### src/hdl/vws_pkg.sv
// ----------------------------------------------------------------------------
// vws_pkg
// Shared widths, register indexes, sequencer states and axis scaling for the
// vibration window statistics block.
// ----------------------------------------------------------------------------
package vws_pkg;

    localparam int MUL_W   = 27;
    localparam int PROD_W  = 2 * MUL_W;
    localparam int RAD_W   = 52;
    localparam int ROOT_W  = RAD_W / 2;
    localparam int NUM_W   = 63;
    localparam int DEN_W   = 13;
    localparam int AXIS_W  = 25;
    localparam int BASE_W  = 42;
    localparam int BASE_FRAC = 16;

    localparam logic [1:0] CFG_ALPHA    = 2'd0;
    localparam logic [1:0] CFG_FULL_RES = 2'd1;
    localparam logic [1:0] CFG_RANGE    = 2'd2;

    localparam logic OP_SAMPLE = 1'b0;
    localparam logic OP_REPORT = 1'b1;

    typedef enum logic [20:0] {
        ST_IDLE   = 21'h000001,
        ST_DIFF   = 21'h000002,
        ST_MLO    = 21'h000004,
        ST_MHI    = 21'h000008,
        ST_UPD    = 21'h000010,
        ST_DELTA  = 21'h000020,
        ST_SQD    = 21'h000040,
        ST_ACC    = 21'h000080,
        ST_MAGGO  = 21'h000100,
        ST_MAGW   = 21'h000200,
        ST_DYNGO  = 21'h000400,
        ST_DYNW   = 21'h000800,
        ST_DSQ    = 21'h001000,
        ST_WIN    = 21'h002000,
        ST_DIV1GO = 21'h004000,
        ST_DIV1W  = 21'h008000,
        ST_DIV2GO = 21'h010000,
        ST_DIV2W  = 21'h020000,
        ST_RTGO   = 21'h040000,
        ST_RTW    = 21'h080000,
        ST_OUT    = 21'h100000
    } t_state;

    function automatic logic signed [AXIS_W-1:0] scale_axis(
        input logic signed [15:0] raw,
        input logic               full_res,
        input logic [1:0]         rng
    );
        logic signed [AXIS_W-1:0] v;
        v = (AXIS_W'(raw) <<< 5) + (AXIS_W'(raw) <<< 2) + (AXIS_W'(raw) <<< 1)
            + AXIS_W'(raw);
        if (!full_res) begin
            v = v <<< rng;
        end
        return v;
    endfunction

endpackage

### src/hdl/vws_mul.sv
// ----------------------------------------------------------------------------
// vws_mul
// Shared signed multiplier with registered product.
// ----------------------------------------------------------------------------
module vws_mul import vws_pkg::*; (
    input  logic                     i_clk,
    input  logic signed [MUL_W-1:0]  i_a,
    input  logic signed [MUL_W-1:0]  i_b,
    output logic signed [PROD_W-1:0] o_p
);

    logic signed [PROD_W-1:0] r_p;

    always_ff @(posedge i_clk) begin
        r_p <= i_a * i_b;
    end

    assign o_p = r_p;

endmodule

### src/hdl/vws_sqrt.sv
// ----------------------------------------------------------------------------
// vws_sqrt
// Iterative floor square root, one result bit per cycle.
// ----------------------------------------------------------------------------
module vws_sqrt import vws_pkg::*; (
    input  logic              i_clk,
    input  logic              i_rst_n,
    input  logic              i_start,
    input  logic [RAD_W-1:0]  i_rad,
    output logic              o_done,
    output logic [ROOT_W-1:0] o_root
);

    localparam int CNT_W = $clog2(ROOT_W);

    logic              r_busy;
    logic              r_done;
    logic [CNT_W-1:0]  r_cnt;
    logic [RAD_W-1:0]  r_rad;
    logic [ROOT_W+2:0] r_rem;
    logic [ROOT_W-1:0] r_root;
    logic [ROOT_W+2:0] w_rem2;
    logic [ROOT_W+2:0] w_trial;

    assign w_rem2  = {r_rem[ROOT_W:0], r_rad[RAD_W-1:RAD_W-2]};
    assign w_trial = {1'b0, r_root, 2'b01};

    always_ff @(posedge i_clk) begin
        if (!i_rst_n) begin
            r_busy <= 1'b0;
            r_done <= 1'b0;
        end else begin
            r_done <= 1'b0;
            if (i_start) begin
                r_busy <= 1'b1;
            end else if (r_busy && r_cnt == '0) begin
                r_busy <= 1'b0;
                r_done <= 1'b1;
            end
        end
    end

    always_ff @(posedge i_clk) begin
        if (i_start) begin
            r_cnt  <= CNT_W'(ROOT_W - 1);
            r_rad  <= i_rad;
            r_rem  <= '0;
            r_root <= '0;
        end else if (r_busy) begin
            r_cnt <= r_cnt - 1'b1;
            r_rad <= r_rad << 2;
            if (w_rem2 >= w_trial) begin
                r_rem  <= w_rem2 - w_trial;
                r_root <= {r_root[ROOT_W-2:0], 1'b1};
            end else begin
                r_rem  <= w_rem2;
                r_root <= {r_root[ROOT_W-2:0], 1'b0};
            end
        end
    end

    assign o_done = r_done;
    assign o_root = r_root;

endmodule

### src/hdl/vws_div.sv
// ----------------------------------------------------------------------------
// vws_div
// Iterative restoring divider, one quotient bit per cycle.
// ----------------------------------------------------------------------------
module vws_div import vws_pkg::*; (
    input  logic             i_clk,
    input  logic             i_rst_n,
    input  logic             i_start,
    input  logic [NUM_W-1:0] i_num,
    input  logic [DEN_W-1:0] i_den,
    output logic             o_done,
    output logic [NUM_W-1:0] o_quot
);

    localparam int CNT_W = $clog2(NUM_W);

    logic             r_busy;
    logic             r_done;
    logic [CNT_W-1:0] r_cnt;
    logic [NUM_W-1:0] r_num;
    logic [DEN_W-1:0] r_den;
    logic [DEN_W-1:0] r_rem;
    logic [DEN_W:0]   w_rem2;

    assign w_rem2 = {r_rem, r_num[NUM_W-1]};

    always_ff @(posedge i_clk) begin
        if (!i_rst_n) begin
            r_busy <= 1'b0;
            r_done <= 1'b0;
        end else begin
            r_done <= 1'b0;
            if (i_start) begin
                r_busy <= 1'b1;
            end else if (r_busy && r_cnt == '0) begin
                r_busy <= 1'b0;
                r_done <= 1'b1;
            end
        end
    end

    always_ff @(posedge i_clk) begin
        if (i_start) begin
            r_cnt <= CNT_W'(NUM_W - 1);
            r_num <= i_num;
            r_den <= i_den;
            r_rem <= '0;
        end else if (r_busy) begin
            r_cnt <= r_cnt - 1'b1;
            if (w_rem2 >= {1'b0, r_den}) begin
                r_rem <= DEN_W'(w_rem2 - {1'b0, r_den});
                r_num <= {r_num[NUM_W-2:0], 1'b1};
            end else begin
                r_rem <= w_rem2[DEN_W-1:0];
                r_num <= {r_num[NUM_W-2:0], 1'b0};
            end
        end
    end

    assign o_done = r_done;
    assign o_quot = r_num;

endmodule

### src/hdl/vibration_window_stats_unit.sv
// ----------------------------------------------------------------------------
// vibration_window_stats_unit
// Baseline-tracking vibration monitor with windowed mean, rms and peak.
// ----------------------------------------------------------------------------
// sample request: busy after acceptance while each axis runs on the shared
//   multiplier (no baseline update for the first sample), then for two
//   square roots and the window update; no result
// report request: with samples in the window, busy for two divides, one
//   square root and the output step (output step alone when empty), plus
//   any wait for the output register; one request at a time. Synchronous
//   active-low reset loads register defaults, clears control and window state
module vibration_window_stats_unit import vws_pkg::*; #(
    parameter int WINDOW_CAPACITY     = 4096,
    parameter int ALPHA_FRACTION_BITS = 16
) (
    input  logic                     i_clk,
    input  logic                     i_rst_n,
    input  logic                     i_cfg_we,
    input  logic [1:0]               i_cfg_index,
    input  logic [16:0]              i_cfg_data,
    input  logic                     i_valid,
    output logic                     o_ready,
    input  logic                     i_operation,
    input  logic signed [15:0]       i_raw_x,
    input  logic signed [15:0]       i_raw_y,
    input  logic signed [15:0]       i_raw_z,
    output logic                     o_valid,
    input  logic                     i_ready,
    output logic signed [AXIS_W-1:0] o_last_x,
    output logic signed [AXIS_W-1:0] o_last_y,
    output logic signed [AXIS_W-1:0] o_last_z,
    output logic [AXIS_W-1:0]        o_magnitude,
    output logic [25:0]              o_mean_dynamic,
    output logic [25:0]              o_rms_dynamic,
    output logic [25:0]              o_peak_dynamic,
    output logic [12:0]              o_window_samples,
    output logic                     o_window_saturated
);

    t_state r_state;

    logic [16:0] r_alpha;
    logic        r_full_res;
    logic [1:0]  r_range;

    logic signed [AXIS_W-1:0] r_x [3];
    logic signed [BASE_W-1:0] r_b [3];
    logic                     r_bvalid;
    logic [1:0]               r_ax;
    logic signed [BASE_W:0]   r_diff;
    logic [38:0]              r_plo;
    logic signed [MUL_W-1:0]  r_d;
    logic [RAD_W-1:0]         r_msq;
    logic [RAD_W-1:0]         r_dsq;
    logic [AXIS_W-1:0]        r_mag;
    logic [ROOT_W-1:0]        r_dyn;

    logic [12:0] r_count;
    logic [38:0] r_sum;
    logic [62:0] r_sq;
    logic [25:0] r_peak;
    logic        r_ovf;
    logic [25:0] r_mean;
    logic [25:0] r_rms;
    logic [RAD_W-1:0] r_q2;

    logic                     r_ovalid;
    logic signed [AXIS_W-1:0] r_o_x;
    logic signed [AXIS_W-1:0] r_o_y;
    logic signed [AXIS_W-1:0] r_o_z;
    logic [AXIS_W-1:0]        r_o_mag;
    logic [25:0]              r_o_mean;
    logic [25:0]              r_o_rms;
    logic [25:0]              r_o_peak;
    logic [12:0]              r_o_cnt;
    logic                     r_o_sat;

    logic                     w_accept;
    logic [16:0]              w_alpha;
    logic signed [MUL_W-1:0]  w_ma;
    logic signed [MUL_W-1:0]  w_mb;
    logic signed [PROD_W-1:0] w_p;
    logic signed [60:0]       w_prod;
    logic signed [60:0]       w_step;
    logic                     w_sq_start;
    logic [RAD_W-1:0]         w_rad;
    logic                     w_sq_done;
    logic [ROOT_W-1:0]        w_root;
    logic                     w_dv_start;
    logic [NUM_W-1:0]         w_num;
    logic                     w_dv_done;
    logic [NUM_W-1:0]         w_quot;
    logic                     w_out_free;

    assign o_ready    = (r_state == ST_IDLE);
    assign w_accept   = i_valid && o_ready;
    assign w_out_free = !r_ovalid || i_ready;

    assign w_alpha = (r_alpha > 17'(1 << ALPHA_FRACTION_BITS))
                   ? 17'(1 << ALPHA_FRACTION_BITS) : r_alpha;

    assign w_prod = (61'(w_p) <<< 22) + 61'(r_plo);
    assign w_step = w_prod >>> ALPHA_FRACTION_BITS;

    always_comb begin
        w_ma = '0;
        w_mb = '0;
        case (r_state)
            ST_MLO: begin
                w_ma = MUL_W'({1'b0, r_diff[21:0]});
                w_mb = MUL_W'({1'b0, w_alpha});
            end
            ST_MHI: begin
                w_ma = MUL_W'($signed(r_diff[BASE_W:22]));
                w_mb = MUL_W'({1'b0, w_alpha});
            end
            ST_DELTA: begin
                w_ma = MUL_W'(r_x[r_ax]);
                w_mb = MUL_W'(r_x[r_ax]);
            end
            ST_SQD: begin
                w_ma = r_d;
                w_mb = r_d;
            end
            ST_DSQ: begin
                w_ma = MUL_W'({1'b0, r_dyn});
                w_mb = MUL_W'({1'b0, r_dyn});
            end
            default: begin
                w_ma = '0;
                w_mb = '0;
            end
        endcase
    end

    always_comb begin
        w_rad = r_msq;
        case (r_state)
            ST_DYNGO: w_rad = r_dsq;
            ST_RTGO:  w_rad = r_q2;
            default:  w_rad = r_msq;
        endcase
    end

    assign w_sq_start = (r_state == ST_MAGGO) || (r_state == ST_DYNGO)
                     || (r_state == ST_RTGO);
    assign w_dv_start = (r_state == ST_DIV1GO) || (r_state == ST_DIV2GO);
    assign w_num      = (r_state == ST_DIV2GO) ? r_sq : NUM_W'(r_sum);

    vws_mul u_mul (
        .i_clk (i_clk),
        .i_a   (w_ma),
        .i_b   (w_mb),
        .o_p   (w_p)
    );

    vws_sqrt u_sqrt (
        .i_clk   (i_clk),
        .i_rst_n (i_rst_n),
        .i_start (w_sq_start),
        .i_rad   (w_rad),
        .o_done  (w_sq_done),
        .o_root  (w_root)
    );

    vws_div u_div (
        .i_clk   (i_clk),
        .i_rst_n (i_rst_n),
        .i_start (w_dv_start),
        .i_num   (w_num),
        .i_den   (r_count),
        .o_done  (w_dv_done),
        .o_quot  (w_quot)
    );

    // configuration
    always_ff @(posedge i_clk) begin
        if (!i_rst_n) begin
            r_alpha    <= 17'd655;
            r_full_res <= 1'b0;
            r_range    <= 2'd0;
        end else if (i_cfg_we) begin
            case (i_cfg_index)
                CFG_ALPHA:    r_alpha    <= i_cfg_data;
                CFG_FULL_RES: r_full_res <= i_cfg_data[0];
                CFG_RANGE:    r_range    <= i_cfg_data[1:0];
                default:      r_alpha    <= r_alpha;
            endcase
        end
    end

    // sequencer and state
    always_ff @(posedge i_clk) begin
        if (!i_rst_n) begin
            r_state  <= ST_IDLE;
            r_bvalid <= 1'b0;
            r_count  <= '0;
            r_sum    <= '0;
            r_sq     <= '0;
            r_peak   <= '0;
            r_ovf    <= 1'b0;
            r_mag    <= '0;
            r_ovalid <= 1'b0;
            r_ax     <= '0;
            for (int i = 0; i < 3; i++) begin
                r_x[i] <= '0;
                r_b[i] <= '0;
            end
        end else begin
            if (r_ovalid && i_ready && r_state != ST_OUT) begin
                r_ovalid <= 1'b0;
            end
            case (r_state)
                ST_IDLE: begin
                    if (w_accept) begin
                        if (i_operation == OP_SAMPLE) begin
                            r_x[0] <= scale_axis(i_raw_x, r_full_res, r_range);
                            r_x[1] <= scale_axis(i_raw_y, r_full_res, r_range);
                            r_x[2] <= scale_axis(i_raw_z, r_full_res, r_range);
                            r_ax   <= '0;
                            r_msq  <= '0;
                            r_dsq  <= '0;
                            r_state <= ST_DIFF;
                        end else begin
                            r_mean <= '0;
                            r_rms  <= '0;
                            r_state <= (r_count == '0) ? ST_OUT : ST_DIV1GO;
                        end
                    end
                end
                ST_DIFF: begin
                    r_diff <= {{2{r_x[r_ax][AXIS_W-1]}}, r_x[r_ax], 16'b0}
                            - {r_b[r_ax][BASE_W-1], r_b[r_ax]};
                    if (!r_bvalid) begin
                        r_b[r_ax] <= {{1{r_x[r_ax][AXIS_W-1]}}, r_x[r_ax], 16'b0};
                        r_state   <= ST_DELTA;
                    end else begin
                        r_state <= ST_MLO;
                    end
                end
                ST_MLO: r_state <= ST_MHI;
                ST_MHI: begin
                    r_plo   <= w_p[38:0];
                    r_state <= ST_UPD;
                end
                ST_UPD: begin
                    r_b[r_ax] <= r_b[r_ax] + w_step[BASE_W-1:0];
                    r_state   <= ST_DELTA;
                end
                ST_DELTA: begin
                    r_d <= MUL_W'(r_x[r_ax]) - MUL_W'(r_b[r_ax] >>> BASE_FRAC);
                    r_state <= ST_SQD;
                end
                ST_SQD: begin
                    r_msq   <= r_msq + w_p[RAD_W-1:0];
                    r_state <= ST_ACC;
                end
                ST_ACC: begin
                    r_dsq <= r_dsq + w_p[RAD_W-1:0];
                    if (r_ax == 2'd2) begin
                        r_state <= ST_MAGGO;
                    end else begin
                        r_ax    <= r_ax + 2'd1;
                        r_state <= ST_DIFF;
                    end
                end
                ST_MAGGO: r_state <= ST_MAGW;
                ST_MAGW: begin
                    if (w_sq_done) begin
                        r_mag   <= w_root[AXIS_W-1:0];
                        r_state <= ST_DYNGO;
                    end
                end
                ST_DYNGO: r_state <= ST_DYNW;
                ST_DYNW: begin
                    if (w_sq_done) begin
                        r_dyn   <= w_root;
                        r_state <= ST_DSQ;
                    end
                end
                ST_DSQ: r_state <= ST_WIN;
                ST_WIN: begin
                    r_bvalid <= 1'b1;
                    if (r_count >= 13'(WINDOW_CAPACITY)) begin
                        r_ovf <= 1'b1;
                    end else begin
                        r_count <= r_count + 13'd1;
                        r_sum   <= r_sum + 39'(r_dyn);
                        r_sq    <= r_sq + 63'(w_p[RAD_W-1:0]);
                        if (r_dyn > r_peak) begin
                            r_peak <= r_dyn;
                        end
                    end
                    r_state <= ST_IDLE;
                end
                ST_DIV1GO: r_state <= ST_DIV1W;
                ST_DIV1W: begin
                    if (w_dv_done) begin
                        r_mean  <= w_quot[25:0];
                        r_state <= ST_DIV2GO;
                    end
                end
                ST_DIV2GO: r_state <= ST_DIV2W;
                ST_DIV2W: begin
                    if (w_dv_done) begin
                        r_q2    <= w_quot[RAD_W-1:0];
                        r_state <= ST_RTGO;
                    end
                end
                ST_RTGO: r_state <= ST_RTW;
                ST_RTW: begin
                    if (w_sq_done) begin
                        r_rms   <= w_root;
                        r_state <= ST_OUT;
                    end
                end
                ST_OUT: begin
                    if (w_out_free) begin
                        r_ovalid <= 1'b1;
                        r_count  <= '0;
                        r_sum    <= '0;
                        r_sq     <= '0;
                        r_peak   <= '0;
                        r_ovf    <= 1'b0;
                        r_state  <= ST_IDLE;
                    end
                end
                default: r_state <= ST_IDLE;
            endcase
        end
    end

    // result register
    always_ff @(posedge i_clk) begin
        if (r_state == ST_OUT && w_out_free) begin
            r_o_x    <= r_x[0];
            r_o_y    <= r_x[1];
            r_o_z    <= r_x[2];
            r_o_mag  <= r_mag;
            r_o_mean <= r_mean;
            r_o_rms  <= r_rms;
            r_o_peak <= r_peak;
            r_o_cnt  <= r_count;
            r_o_sat  <= r_ovf;
        end
    end

    assign o_valid            = r_ovalid;
    assign o_last_x           = r_o_x;
    assign o_last_y           = r_o_y;
    assign o_last_z           = r_o_z;
    assign o_magnitude        = r_o_mag;
    assign o_mean_dynamic     = r_o_mean;
    assign o_rms_dynamic      = r_o_rms;
    assign o_peak_dynamic     = r_o_peak;
    assign o_window_samples   = r_o_cnt;
    assign o_window_saturated = r_o_sat;

`ifndef ASSERT_OFF
    a_count_cap: assert property (@(posedge i_clk) disable iff (!i_rst_n)
        r_count <= 13'(WINDOW_CAPACITY))
        else $error("window count above capacity");

    a_ovf_full: assert property (@(posedge i_clk) disable iff (!i_rst_n)
        r_ovf |-> r_count == 13'(WINDOW_CAPACITY))
        else $error("saturation flag without full window");

    a_stats_order: assert property (@(posedge i_clk) disable iff (!i_rst_n)
        r_ovalid |-> (r_o_mean <= r_o_peak) && (r_o_rms <= r_o_peak))
        else $error("mean or rms above peak");
`endif

endmodule

### config.mk
export PLATFORM = sky130hd
export DESIGN_NAME = vibration_window_stats_unit
export DESIGN_NICKNAME = d
export VERILOG_FILES = /design/src/hdl/vws_pkg.sv /design/src/hdl/vws_mul.sv /design/src/hdl/vws_sqrt.sv /design/src/hdl/vws_div.sv /design/src/hdl/vibration_window_stats_unit.sv
export SDC_FILE = /design/constraint.sdc
export NUM_CORES = 2
export LEC_CHECK = 0
export BUFFER_PORTS_ARGS = -buffer_cell sky130_fd_sc_hd__buf_4
export CELL_PAD_IN_SITES_DETAIL_PLACEMENT = 0
export CELL_PAD_IN_SITES_GLOBAL_PLACEMENT = 1
export CORE_UTILIZATION = 35
export CTS_CLUSTER_DIAMETER = 200
export DETAILED_ROUTE_END_ITERATION = 16
export MAX_ROUTING_LAYER = met4
export PLACE_DENSITY_LB_ADDON = 0.2
export SLEW_MARGIN = 10
export SYNTH_ARGS = -nofsm -noshare
export SYNTH_HDL_FRONTEND = slang
export SYNTH_HIERARCHICAL = 1
export SYNTH_SLANG_ARGS = --single-unit
### constraint.sdc
create_clock -name i_clk -period 24.9 [get_ports i_clk]
set_clock_uncertainty 0.15 [all_clocks]
set_input_delay 1.245 -clock i_clk [delete_from_list [all_inputs] [get_ports i_clk]]
set_output_delay 1.245 -clock i_clk [all_outputs]
set_load 0.02 [all_outputs]
Word-level counts from Yosys, hierarchy flattened
Memories as Yosys holds them, arrays and structs flattened. A register that Yosys moved wholly into a read port is not among the register bits. Index checks and enable logic that the tools add are counted.

Memories kept: 2. RAM bits: 201. Bits of input ports: 73. Logic and storage cells: 267. Register bits: 933.

Add/subtract/negate cells: 23. Bitwise operators: 5. Muxes and demuxes: 103. Eq/ne operators: 38. Shift operators: 3. Multiply operators: 1. $lt $le $gt $ge: 5. Reductions and logical operators: 46.

Memories: r_b (words 3, width 42, rd ports 1, clocked after Yosys merged registers in 1, wr ports 3, RTL line vibration_window_stats_unit.sv:47) `logic signed [BASE_W-1:0] r_b [3];`; r_x (words 3, width 25, rd ports 4, clocked after Yosys merged registers in 4, wr ports 3, RTL line vibration_window_stats_unit.sv:46) `logic signed [AXIS_W-1:0] r_x [3];`.

Operators by type and width (number): 25-bit two-way mux (18); 21-bit one-hot mux with 20 select lines (1); 63-bit two-way mux (5); 52-bit one-hot mux with 2 select lines (3); 52-bit two-way mux (4); 21-bit two-way mux (9); 26-bit two-way mux (7); 26-bit one-hot mux with 2 select lines (3); 27-bit one-hot mux with 5 select lines (1); 63-bit one-hot mux with 2 select lines (1); 27-bit one-hot mux with 4 select lines (1); 52-bit adder (2); 42-bit two-way mux (2); 39-bit two-way mux (2); 39-bit one-hot mux with 2 select lines (1); 24-bit by 2-bit <<< shifter with 25-bit output (3); 23-bit by 16-bit adder with 24-bit output (3); 22-bit by 17-bit adder with 23-bit output (3); 21-bit by 18-bit adder with 22-bit output (3); 63-bit by 52-bit adder with 63-bit output (1); 58-bit by 39-bit adder with 58-bit output (1); 27-bit by 27-bit multiplier with 52-bit output (1); 41-bit by 42-bit subtractor with 43-bit output (1); 42-bit adder (1); 66 further kinds (147).

Logic depth before layout (Yosys ltp)
Word-level depth: 10. Depth in mapped cells: 38. Mapped depth without buffers: 34.

By module
The synthesis kept the hierarchy.

Modules (own cells, without submodules): vibration_window_stats_unit (seq. area each 27166.1 µm², instances 1, cells each 5777, area an instance 59398.2 µm²); vws_mul (seq. area each 1081.0 µm², instances 1, cells each 2976, area an instance 27423.8 µm²); vws_sqrt (seq. area each 2762.6 µm², instances 1, cells each 592, area an instance 6138.4 µm²); vws_div (seq. area each 2702.6 µm², instances 1, cells each 358, area an instance 4684.5 µm²).

Least setup slack after synthesis
OpenSTA, ideal clock, no wires.

Kind: reg-to-reg. From: register r_state[14]. To: register r_o_x[0] (netlist: o_last_x[0]) (read register of r_x), enable pin. Stages on the path, launching flop included: 8. Arrival: 9750 ps. Setup time: 746 ps. Slack: 14254 ps. Data required time: 24004 ps. Clock period less this slack: 10646 ps. Cells stage by stage: dfxtp_1 or4_1 nand2b_1 nor2_1 nand2_1 clkbuf_1 buf_1 nor2_1.

Longest elaborated chain between the ends: 2.

Ends and longest elaborated chain: start: declaration (RTL line vibration_window_stats_unit.sv:40) `t_state r_state;`; start signal: assignment (RTL line vibration_window_stats_unit.sv:227) `r_state <= (r_count == '0) ? ST_OUT : ST_DIV1GO;`; 21-bit equality test (RTL line vibration_window_stats_unit.sv:335) `if (r_state == ST_OUT && w_out_free) begin`; 1-bit logical AND (RTL line vibration_window_stats_unit.sv:335); end: declaration (RTL line vibration_window_stats_unit.sv:68) `logic signed [AXIS_W-1:0] r_o_x;`.

Every way passes these cells. A chain may end at the register's enable or synchronous reset.

Worst setup path in the final report
From: register r_state[4]. To: register u_mul.r_p[51] (netlist: u_mul/o_p[51]).

Longest elaborated chain between the ends: 4. Elaborated cells on any way between the ends: 9.

Ends and longest elaborated chain: 21-bit by 4-bit equality test with 1-bit output or 21-bit by 3-bit equality test with 1-bit output (tied branches) (RTL line vibration_window_stats_unit.sv:108) `case (r_state)`; 2-bit OR reduction (no source line); 27-bit one-hot mux with 4 select lines * (RTL line vibration_window_stats_unit.sv:108); via w_mb[0] (RTL line vibration_window_stats_unit.sv:81) `logic signed [MUL_W-1:0] w_mb;`; 27-bit by 27-bit multiplier with 52-bit output * (RTL line vws_mul.sv:15) `r_p <= i_a * i_b;`; end signal: assignment (RTL line vws_mul.sv:15); end: declaration (RTL line vws_mul.sv:12) `logic signed [PROD_W-1:0] r_p;`.

The timed path passes the listed nets; every way through them passes the cells marked *.

==> qor.csv <==
stage;metric;value;unit
routing;Vias;72800;
place;Final GP Congestion;0.920;
routing;Post-route DRC;0;
layout;layout cells sized above 1;0.107;
power;internal power;4.01;mW
routing;Routed Antenna Nets;0;
routing;1st-iter DRT viols;5747;
global_route;GR Overflow Total;0;
timing;final hold viol count;0;
die;die height;529;um
global_route;global router's overall resource usage;0.251;
layout;final net count;11300;
clock_tree;Clock Latency Late Sink;0.86;ns
timing;RSZ-0062 raised after global routing;no;
power;sw frac;0.288;
run_status;status;finished, final reports clean;
power;clock network power share;0.423;
routing;WL per Instance;25.2;um
critical_path;critical path class;reg -> reg;
power;Reg power frac;0.412;
layout;area of the multi-input gates;58100;um2
clock_tree;CTS sink count;1237;
global_route;largest net degree at the start of global routing;72;
timing;fmax;93.0;MHz
global_route;number of global-route vias before repair;73600;
timing;part of the cycle the worst path needs;0.432;
yosys;synth warn;6;
timing;Final setup viols;0;
global_route;first-pass GRT wire length;503000;um
die;CORE AREA;276000;um2
place;HPWL after DPL;261000;um
routing;final wirelength;344000;um
flow_run;maxcap violations;0;
yosys;syn_nets;11100;
clock_tree;CTS Hold Buffers Added;0;
clock_tree;Inserted Clock Buffers;162;
critical_path;Startpoint Class;register;
timing;Worst Max-Slew Pin Slew;1.35;ns
yosys;Post-Synthesis Cell Area;97100;um2
timing;Final Critical Period;10.75;ns
routing;vias per inst;5.33;
die;die area;280000;um2
hold_path;Hold Crit Class;reg -> reg;
layout;Area growth, synth to finish;12.3;%
yosys;Mean Syn Cell Area;10.1;um2
power;Tot Pwr;5.64;mW
clock_tree;post-CTS sizing;0;
yosys;cells after synthesis;9648;
critical_path;Worst path max stage delay;0.75;ns
clock_tree;CTS tree;done;
timing;Sum Neg Setup Slack;0;ns
critical_path;critical path fanouts, max;27;
clock_tree;CTS HTree Levels;4;
die;Die X;529;um
die;I/O pins;267;
power;logic gate share of total power;0.165;
timing;Slew Viols, Final;0;
place;PortBufs;266;
power;Peak VDD IR;0.0501;mV
clock_tree;setup bufs post-CTS;0;
layout;register area;33700;um2
power;LEAKAGE;45.9;nW
clock_tree;clock transition at the registers of the reported paths;0.06;ns
critical_path;most used cell, CP;fa_1;
critical_path;Slowest cell on crit path;fa_1;
critical_path;CP Capture Type;register;
critical_path;CP required;25.44;ns
routing;DRT Pass-1 Iters;8;
clock_tree;Clock Path Buffers;4;
global_route;antenna violations before repair;18;
clock_tree;root buffer cell;clkbuf_16;
critical_path;Worst EP arrival;11.30;ns
die;Starting Density;0.352;
power;Pwr Density;51.7;nW/um2
die;# rows;193;
power;Psw;1.62;mW
timing;slew margin rel.;0.0963;
layout;fillcell total;27400;
critical path, delay by kind of cell (launching register included):
family                     cells  cell delay [ns]
xor gates and xnor gates       1             0.13
buffers and inverters          7             1.36
AOI/OAI and AO/OA              6             1.60
adders and majority gates      8             4.27
and+or+nand+nor               10             2.63
DFF                            1             0.40
power groups by stage:
stage	combinational, mW	sequential (mW)	clock [mW]
finish	0.928	2.32	2.39
global route	1.02	2.33	2.52
CTS	0.923	2.32	2.44
detailed placement	0.918	2.37	0
global placement	0.916	2.37	0
floorplan	0.622	2.36	0
worst paths after layout:
check | startpoint | end | slack [ns] | cells after the start
worst max-delay path | r_state[4] | u_mul/o_p[51] | 14.15 | 32
worst min register to register | r_x[0][1] | o_last_x[1] | 0.26 | 0
worst max register to register | r_state[4] | u_mul/o_p[51] | 14.15 | 32
worst min-delay path | r_x[0][1] | o_last_x[1] | 0.26 | 0
through the flow:
stage | area, um2 | hold WS [ns] | setup WS [ns] | util | cells
floorplan | 97100 | 0.250 | 14.25 | - | 9648
global placement | 104000 | 0.251 | 14.29 | 0.375 | 13400
detailed placement | 104000 | 0.255 | 14.22 | 0.375 | 13400
CTS | 109000 | 0.254 | 14.22 | 0.395 | 13600
global route | 109000 | 0.272 | 13.58 | 0.395 | 13600
finish | 109000 | 0.256 | 14.15 | 0.395 | 13700
sequential cells by signal, indices dropped and copies added (netlist names), 63 cells and up, named ones only:
register / flops
r_sq: 63
r_b: 168
r_x: 75
u_div/o_quot: 63
per-layer routing:
layer  vias to the layer above  part of all wire  global-route usage
li1                      33300                 -                   -
met1                     37000              0.44               0.329
met2                      2075              0.47               0.398
met3                       453             0.056              0.0333
met4                         0             0.038              0.0866
met5                         -                 0                   -
layout make-up:
type,count,area share
clock inverter,91,0.00822
multi-input combinational,6903,0.532
inverter,1073,0.0369
tap,3705,0.0425
sequential,1237,0.309
timing repair buffer,440,0.0307
clock buffer,195,0.0405
antenna,13,0.000298
cells in the final DEF (no fill, tap or decap), types with 20 or more instances in the layout:
master     instances
a211oi_1          76
a21boi_0          65
a21o_1           183
a21oi_1          509
a221o_1           20
a22oi_1          108
a31oi_1           48
and2_1           419
and3_1            43
buf_4            437
clkbuf_16        167
clkinv_2          26
dfxtp_1          340
edfxtp_1         890
fa_1             842
ha_1             579
inv_1           1070
mux2_2           160
mux2i_1          121
mux4_2            40
nand2_1         1041
nand2b_1          63
nand3_1          150
nand4_1           72
nor2_1           685
nor2b_1          119
nor3_1            80
nor3b_1           27
nor4_1            25
o211ai_1          42
o21a_1            76
o21ai_0          319
o21bai_1          65
o31ai_1           25
or3_1             20
xnor2_1          277
xor2_1           170
(Power assumes the default switching activity.)
